--- src/sv/assert_macros.svh ---
// Assertion macros shared by the cache lookup RTL.
// Expects clk and rst_n in the scope of each use.
`ifndef ASSERT_MACROS_SVH
`define ASSERT_MACROS_SVH

// Same-cycle implication, disabled during reset.
`define SACL_ASSERT_NOW(lbl, ante, cons) \
  lbl: assert property (@(posedge clk) disable iff (!rst_n) (ante) |-> (cons)) \
    else $error("assertion failed");

// Next-cycle implication, disabled during reset.
`define SACL_ASSERT_NEXT(lbl, ante, cons) \
  lbl: assert property (@(posedge clk) disable iff (!rst_n) (ante) |=> (cons)) \
    else $error("assertion failed");

`endif

--- src/sv/sacl_pkg.sv ---
// Shared constants, types and register codes for the LFU cache tag lookup.
// No dependencies; used by the interfaces, front end, back end and top level.
`default_nettype none

package sacl_pkg;

  localparam int ADDR_W      = 32;
  localparam int SET_BITS    = 6;
  localparam int WAY_BITS    = 2;
  localparam int COUNT_WIDTH = 16;

  localparam int NUM_SETS = 1 << SET_BITS;
  localparam int NUM_WAYS = 1 << WAY_BITS;
  localparam int SET_W    = (SET_BITS > 0) ? SET_BITS : 1;
  localparam int WAY_W    = (WAY_BITS > 0) ? WAY_BITS : 1;
  localparam int TAG_W    = ADDR_W - SET_BITS;
  localparam int ROW_W    = NUM_WAYS * (TAG_W + COUNT_WIDTH);

  localparam int OFFS_W     = 5;
  localparam int CFG_IDX_W  = 8;
  localparam int CFG_DATA_W = 32;

  localparam int QDEPTH = 2;
  localparam int QPTR_W = 1;
  localparam int QCNT_W = 2;

  localparam logic [CFG_IDX_W-1:0] REG_WRITE_ALLOCATE    = CFG_IDX_W'(0);
  localparam logic [CFG_IDX_W-1:0] REG_BLOCK_OFFSET_BITS = CFG_IDX_W'(1);

  localparam logic              OP_WRITE   = 1'b1;
  localparam logic              WA_RESET   = 1'b1;
  localparam logic [OFFS_W-1:0] OFFS_RESET = OFFS_W'(6);

  typedef logic [SET_W-1:0]       set_t;
  typedef logic [WAY_W-1:0]       way_idx_t;
  typedef logic [TAG_W-1:0]       tag_t;
  typedef logic [COUNT_WIDTH-1:0] cnt_t;

  localparam cnt_t COUNT_MAX = '1;

  typedef struct packed {
    tag_t tag;
    cnt_t cnt;
  } way_t;

  typedef way_t [NUM_WAYS-1:0] row_t;

  typedef struct packed {
    set_t set;
    tag_t tag;
    logic no_alloc;
  } req_t;

  typedef struct packed {
    logic valid;
    req_t req;
  } q_out_t;

  typedef enum logic [1:0] {
    BK_ISSUE  = 2'b01,
    BK_LOOKUP = 2'b10
  } bk_state_t;

endpackage

`default_nettype wire

--- src/sv/sacl_if.sv ---
// Valid/ready channel interfaces: access input, result output, config write.
// Depends on sacl_pkg.
`default_nettype none

interface sacl_in_if;
  import sacl_pkg::*;
  logic              valid;
  logic              ready;
  logic              op;
  logic [ADDR_W-1:0] address;
  modport source (output valid, op, address, input ready);
  modport sink   (input valid, op, address, output ready);
endinterface


interface sacl_cfg_if;
  import sacl_pkg::*;
  logic                  valid;
  logic                  ready;
  logic [CFG_IDX_W-1:0]  index;
  logic [CFG_DATA_W-1:0] data;
  modport source (output valid, index, data, input ready);
  modport sink   (input valid, index, data, output ready);
endinterface

`default_nettype wire

--- src/sv/sacl_front.sv ---
// Front end: config registers, address split into set/tag, no-allocate
// classification and a two-entry request queue. Depends on sacl_pkg, sacl_if.
`default_nettype none

module sacl_front (
  input  logic             clk,
  input  logic             rst_n,
  sacl_in_if.sink          in_ch,
  sacl_cfg_if.sink         cfg_ch,
  output sacl_pkg::q_out_t q_out,
  input  logic             q_ready
);
  import sacl_pkg::*;

  logic              wr_alloc_r;
  logic [OFFS_W-1:0] offs_r;

  req_t              q_mem_r [QDEPTH];
  logic [QPTR_W-1:0] wptr_r, wptr_nxt;
  logic [QPTR_W-1:0] rptr_r, rptr_nxt;
  logic [QCNT_W-1:0] cnt_r,  cnt_nxt;

  logic [ADDR_W-1:0] shifted;
  req_t              req_in;
  logic              push, pop;

  assign cfg_ch.ready = 1'b1;

  always_ff @(posedge clk) begin
    if (!rst_n) begin
      wr_alloc_r <= WA_RESET;
      offs_r     <= OFFS_RESET;
    end else if (cfg_ch.valid) begin
      priority if (cfg_ch.index == REG_WRITE_ALLOCATE) begin
        wr_alloc_r <= cfg_ch.data[0];
      end else if (cfg_ch.index == REG_BLOCK_OFFSET_BITS) begin
        offs_r <= cfg_ch.data[OFFS_W-1:0];
      end
    end
  end

  always_comb begin
    shifted         = in_ch.address >> offs_r;
    req_in.set      = SET_W'(shifted & ADDR_W'(NUM_SETS - 1));
    req_in.tag      = TAG_W'(shifted >> SET_BITS);
    req_in.no_alloc = (in_ch.op == OP_WRITE) && !wr_alloc_r;
  end

  assign in_ch.ready = (cnt_r != QCNT_W'(QDEPTH));
  assign push        = in_ch.valid && in_ch.ready;
  assign q_out.valid = (cnt_r != '0);
  assign q_out.req   = q_mem_r[rptr_r];
  assign pop         = q_out.valid && q_ready;

  always_comb begin
    wptr_nxt = push ? wptr_r + QPTR_W'(1) : wptr_r;
    rptr_nxt = pop  ? rptr_r + QPTR_W'(1) : rptr_r;
    cnt_nxt  = cnt_r + QCNT_W'(push) - QCNT_W'(pop);
  end

  always_ff @(posedge clk) begin
    if (!rst_n) begin
      wptr_r <= '0;
      rptr_r <= '0;
      cnt_r  <= '0;
    end else begin
      wptr_r <= wptr_nxt;
      rptr_r <= rptr_nxt;
      cnt_r  <= cnt_nxt;
    end
  end

  always_ff @(posedge clk) begin
    if (push) begin
      q_mem_r[wptr_r] <= req_in;
    end
  end

endmodule

`default_nettype wire

--- src/flat_wrapper.sv ---
// flat-port wrapper written by rule: the top's interface ports become plain ports
module sacl_front_flat import sacl_pkg::*;
  (clk, rst_n, q_out, q_ready, in_ch_valid, in_ch_op, in_ch_address, in_ch_ready, cfg_ch_valid, cfg_ch_index, cfg_ch_data, cfg_ch_ready);
  sacl_in_if in_ch_i ();
  sacl_cfg_if cfg_ch_i ();
  input  logic clk;
  input  logic rst_n;
  output sacl_pkg::q_out_t q_out;
  input  logic q_ready;
  input wire logic [$bits(in_ch_i.valid)-1:0] in_ch_valid;
  input wire logic [$bits(in_ch_i.op)-1:0] in_ch_op;
  input wire logic [$bits(in_ch_i.address)-1:0] in_ch_address;
  output wire logic [$bits(in_ch_i.ready)-1:0] in_ch_ready;
  input wire logic [$bits(cfg_ch_i.valid)-1:0] cfg_ch_valid;
  input wire logic [$bits(cfg_ch_i.index)-1:0] cfg_ch_index;
  input wire logic [$bits(cfg_ch_i.data)-1:0] cfg_ch_data;
  output wire logic [$bits(cfg_ch_i.ready)-1:0] cfg_ch_ready;
  assign in_ch_i.valid = in_ch_valid;
  assign in_ch_i.op = in_ch_op;
  assign in_ch_i.address = in_ch_address;
  assign in_ch_ready = in_ch_i.ready;
  assign cfg_ch_i.valid = cfg_ch_valid;
  assign cfg_ch_i.index = cfg_ch_index;
  assign cfg_ch_i.data = cfg_ch_data;
  assign cfg_ch_ready = cfg_ch_i.ready;
  sacl_front u_core (.clk(clk), .rst_n(rst_n), .in_ch(in_ch_i), .cfg_ch(cfg_ch_i), .q_out(q_out), .q_ready(q_ready));
endmodule
--- config.mk ---
export PLATFORM = sky130hd
export DESIGN_NAME = sacl_front_flat
export DESIGN_NICKNAME = d
export VERILOG_FILES = /design/src/sv/assert_macros.svh /design/src/sv/sacl_pkg.sv /design/src/sv/sacl_if.sv /design/src/sv/sacl_front.sv /design/src/flat_wrapper.sv
export SDC_FILE = /design/constraint.sdc
export NUM_CORES = 1
export LEC_CHECK = 0
export ABC_CLOCK_PERIOD_IN_PS = 3050
export BUFFER_PORTS_ARGS = -buffer_cell sky130_fd_sc_hd__buf_2
export CORE_ASPECT_RATIO = 0.6
export CORE_UTILIZATION = 40
export DETAILED_ROUTE_END_ITERATION = 10
export HOLD_SLACK_MARGIN = 0.12
export SYNTH_ARGS = -nofsm -noshare
export SYNTH_HDL_FRONTEND = slang
export SYNTH_SLANG_ARGS = --single-unit
export TNS_END_PERCENT = 20
--- constraint.sdc ---
create_clock -name clk -period 3.05 [get_ports clk]
set_input_delay 0.4575 -clock clk [delete_from_list [all_inputs] [get_ports clk]]
set_output_delay 0.4575 -clock clk [all_outputs]
set_load 0.01 [all_outputs]
Word-level counts from Yosys, hierarchy flattened
Memory sizes are Yosys's and may differ from the RTL's. A register that Yosys moved wholly into a read port is not among the register bits.
Index checks and enable logic that the tools add are counted.
{"block": "totals", "register_bits": 10, "latchBits": 0, "ramBits": 66, "romBits": 0, "inputBits": 78, "out_inout_bits": 36, "elab_cells": 26, "n_memories": 1}
{"memory": "u_core.q_mem_r", "depth": 2, "word_bits": 33, "read_ports": 1, "rd_clocked_by_memory_dff": 1, "wr": 1, "line": "sacl_front.sv:18", "rtl": "req_t q_mem_r [QDEPTH];"}
{"block": "op_classes", "addsub": 4, "n_mul": 0, "div_mod_pow": 0, "order_cmp": 0, "n_eq_ne": 2, "n_shift": 1, "muxes": 4, "bitwise_logic": 1, "n_reduce_logical": 8}
{"operator": "32-bit by 5-bit right shift with 32-bit output", "count": 1}
{"operator": "8-bit by 1-bit equality test with 1-bit output, second input constant", "count": 1}
{"operator": "8-bit logical NOT", "count": 1}
{"operator": "1-bit 2-to-1 mux", "count": 4}
{"operator": "1-bit logical AND", "count": 3}
{"operator": "3-bit AND reduction", "count": 1}
{"operator": "1-bit adder, second input constant", "count": 2}
{"operator": "2-bit by 1-bit adder with 2-bit output", "count": 1}
{"operator": "2-bit != test, second input constant", "count": 1}
{"operator": "2-bit AND reduction", "count": 1}
{"operator": "2-bit nonzero test", "count": 1}
{"operator": "2-bit by 1-bit subtractor with 2-bit output", "count": 1}
{"operator": "1-bit logical NOT", "count": 1}
{"operator": "1-bit inverter", "count": 1}

Longest topological paths before layout
{"block": "depth", "word_depth": 4, "ltp_mapped": 8, "mapped_depth_nobuf": 8}

Worst setup path before layout
Ideal clock, no wire load.
{"block": "synth_timing", "kind": "register to register", "from": "register u_core.cnt_r[0]", "to": "memory u_core.q_mem_r[0][0] (netlist bit), enable pin", "setup_ps": 423, "t_arrival_ps": 2018, "required_ps": 2627, "slack_ps": 609, "path_stages_with_launch": 4, "path_buffers": 0, "synth_period_minus_slack_ps": 2441, "path_cell_list": "dfxtp_1 nand2b_1 nand2_1 nor2_1"}
{"block": "synth_between", "elab_chain_len": 4}
{"item": "from (decl)", "line": "sacl_front.sv:21", "rtl": "logic [QCNT_W-1:0] cnt_r, cnt_nxt;"}
{"item": "from (signal assigned)", "line": "sacl_front.sv:69", "rtl": "cnt_r <= cnt_nxt;"}
{"item": "2-bit != test", "line": "sacl_front.sv:49", "rtl": "assign in_ch.ready = (cnt_r != QCNT_W'(QDEPTH));"}
{"item": "named net in_ch_ready", "line": "flat_wrapper.sv:13", "rtl": "output wire logic [$bits(in_ch_i.ready)-1:0] in_ch_ready;"}
{"item": "1-bit logical AND", "line": "sacl_front.sv:50", "rtl": "assign push = in_ch.valid && in_ch.ready;"}
{"item": "1-bit 2-to-1 mux", "line": "sacl_front.sv:74", "rtl": "if (push) begin"}
{"item": "1-bit 2-to-1 mux (implied by the code)", "line": "sacl_front.sv:75", "rtl": "q_mem_r[wptr_r] <= req_in;"}
{"item": "to (decl)", "line": "sacl_front.sv:18"}
The timed path passes the listed nets, and every way through them passes these cells.

==> impl_metrics.py <==
metrics = {
    "clock_tree": {
        "clk_path_buf_depth": 2,
        "cts_buffers": 9,
        "clkLatencyLatePin_ns": 0.34,
        "cts_resized": 0,
        "cts.hold.buffers_added": 0,
        "path_clk_slew_ns": 0.06,
        "post_cts_buffers": 0,
        "cts_root_buf": "clkbuf_16",
        "cts_tree": "yes",
        "cts.sinks": 77,
        "h-tree-depth": 3,
    },
    "logic_synthesis": {
        "synth_edf_count": 66,
        "synthTopCellsByArea": "edfxtp_1, mux2_2, mux4_2",
        "synth_cell_type_count": 50,
        "ys.flop_type": "edfxtp_1",
        "postSynthAreaPerCell_um2": 13.9,
        "synth_top_area_share": 0.422,
        "synth_top_family_by_area": "multiplexers",
        "synth_mux_area_frac": 0.322,
        "syn_area_um2": 4700,
        "async_flop_share": 0,
        "ys_seq_area_frac": 0.469,
        "ys_seq_elements": 77,
        "yosys.area_share.simple": 0.0825,
        "synthAdderAreaFrac": 0.00532,
        "synth_compound_area_frac": 0.0716,
        "syn-num-nets": 418,
        "synthCells": 338,
        "synth_top_area_cell": "edfxtp_1",
        "synth_warnings": 0,
        "yosys.area_share.xor_xnor": 0.00745,
    },
    "floorplanning": {
        "die_w_um": 142,
        "die_area_um2": 12200,
        "io_pins": 114,
        "core_area_um2": 11400,
        "std_cell_rows": 30,
        "die_h_um": 86.0,
        "start_util": 0.413,
    },
    "critical_path": {
        "worstPathMaxFanout": 32,
        "ff2ff_path_depth": 4,
        "endpoint": "u_core.q_mem_r[1][27]",
        "critPathRequiredTime_ns": 3.11,
        "startpoint_type": "flop",
        "r2r_end": "u_core.q_mem_r[1][27]",
        "crit_start": "u_core.offs_r[2]",
        "end_kind": "flop",
        "regToRegSetupSlack_ns": 0.44,
        "r2r_start": "u_core.offs_r[2]",
        "critPathKind": "flop to flop",
        "cp_data_arrival_time_ns": 2.67,
    },
    "power": {
        "p_leak_uw": 0.00213,
        "switching_power_uw": 941,
        "switching_share": 0.276,
        "power.total_uw": 3410,
        "p_comb_frac": 0.257,
        "vdd_drop_max_uv": 319,
        "seqPwrFrac": 0.402,
        "p_int_uw": 2470,
        "power_density_nw_per_um2": 618,
        "p_clk_frac": 0.341,
    },
    "layout": {
        "drive_above_1_share": 0.446,
        "num_antenna_cells": 0,
        "nNetsFinal": 492,
        "final_cell_mix": "buf_2, edfxtp_1, mux2_2",
        "layout_commonest_cell": "buf_2",
        "syn_to_final_growth_pct": 17.6,
        "final_util": 0.486,
    },
    "timing": {
        "clock_skew_ns": 0.00685,
        "timing.final.crit_share": 0.856,
        "worst_slew_margin_rel": 0.263,
        "hold_ws_ns": 0.334,
        "rsz0062_at_grt": "no",
        "fmax_mhz": 383,
        "setup-tns-final_ns": 0,
        "tightest_slew_ns": 1.10,
        "setup_viol": 0,
        "hold_viol_final": 0,
        "min_period_ns": 2.61,
        "report.final.slew_viol_count": 0,
    },
    "run": {
        "cap_violations": 0,
    },
    "global_route": {
        "use_met3": 0.0447,
        "top_usage_layer": "met1",
        "grt_first_pass_wirelength_um": 17200,
        "met1_usage": 0.304,
        "grt_max_degree": 34,
        "track_usage": 0.191,
        "gr-total-overflow": 0,
        "gr-usage-met2": 0.258,
        "antenna_found_initial": 0,
        "grt_pass1_vias": 3139,
    },
    "routing": {
        "drt-initial-drc-count": 255,
        "drcViolationCount": 0,
        "drt-total-wl_um": 11000,
        "dr.pass1.iters": 5,
        "wl_per_cell_um": 19.1,
        "num_vias": 3287,
        "via_per_inst": 5.70,
        "antenna_left": 0,
    },
    "placed_design": {
        "gp_congestion": 0.909,
        "port_buffers": 85,
        "dp_hpwl_um": 8080,
    },
    "min_path": {
        "holdCritPathClass": "primary input to flop",
    },
    "outcome": {
        "status": "finished clean",
    },
}
## per-layer routing
| layer | up-vias | wire length, um |
|---|---|---|
| li1 | 1486 | - |
| met1 | 1660 | 5740 |
| met2 | 129 | 4470 |
| met3 | 12 | 709 |
| met4 | 0 | 94 |
| met5 | - | 0 |
## cell usage after synthesis (2+ instances only)
master,n
nor2b_1,9
dfxtp_1,11
nand2_1,16
and2_1,5
mux2i_1,19
xnor2_1,4
o221ai_1,2
a21o_1,4
buf_2,8
nand3_1,3
a22oi_1,2
o21ai_0,7
clkbuf_1,12
ha_1,2
mux4_2,20
buf_1,2
inv_1,5
edfxtp_1,66
mux2_2,47
nor2_1,26
o22ai_1,7
nand2b_1,5
mux4_1,13
nor3_1,2
buf_6,4
a211oi_1,11
or2_2,3
## area by class of cell
| class | instances | area, um^2 |
|---|---|---|
| fill | 1014 | 5850 |
| tap | 160 | 200 |
| inverter | 5 | 18.8 |
| clock inverter | 7 | 96.3 |
| clock buffer | 9 | 225 |
| timing repair buffer | 92 | 478 |
| multi-input combinational | 227 | 2300 |
| sequential | 77 | 2200 |
## worst min path at each step
| stage | from | endpoint | slack (ns) | depth (start not counted) |
|---|---|---|---|---|
| finish | cfg_ch_data[2] | u_core.offs_r[2] | 0.33 | 3 |
| global route | cfg_ch_data[2] | u_core.offs_r[2] | 0.34 | 3 |
| CTS | cfg_ch_data[2] | u_core.offs_r[2] | 0.33 | 3 |
| detailed placement | u_core.rptr_r | flop | 0.53 | 2 |
| global placement | u_core.rptr_r | u_core.rptr_r | 0.52 | 2 |
| floorplan | u_core.wr_alloc_r | u_core.wr_alloc_r | 0.47 | 2 |
## cell families after synthesis
family,Yosys count
fa+ha+maj,2
flops,77
buf+inv,34
mux,99
compound gates,44
other cells,1
simple gates,77
xor+xnor,4
## per-stage QoR
stage               cells  setup slack, ns  area, um^2
floorplan             338            0.609        4700
global placement      561            0.506        5200
detailed placement    561            0.473        5200
CTS                   577            0.449        5530
global route          577            0.326        5530
finish                577            0.438        5530
## sequential cells by signal, summed over array words and instances, names as in the netlist, named ones only
register,count
u_core.offs_r,5
u_core.wptr_r,1
u_core.rptr_r,1
u_core.wr_alloc_r,1
u_core.q_mem_r,66
u_core.cnt_r,2
## worst max-delay path, cell delays in order (launching register included)
cell      delay, ns
dfxtp_1        1.05
mux4_1         0.53
mux2_2         0.31
mux2i_1        0.26
a211oi_1       0.18
## power groups by stage
stage / sequential (uW) / combinational [uW] / clock (uW)
finish: 1370 / 876 / 1160
global route: 1390 / 964 / 1220
CTS: 1380 / 891 / 1190
detailed placement: 1400 / 888 / 0
global placement: 1390 / 874 / 0
floorplan: 1390 / 566 / 0
Note: power is estimated with default switching activity, not from simulation.
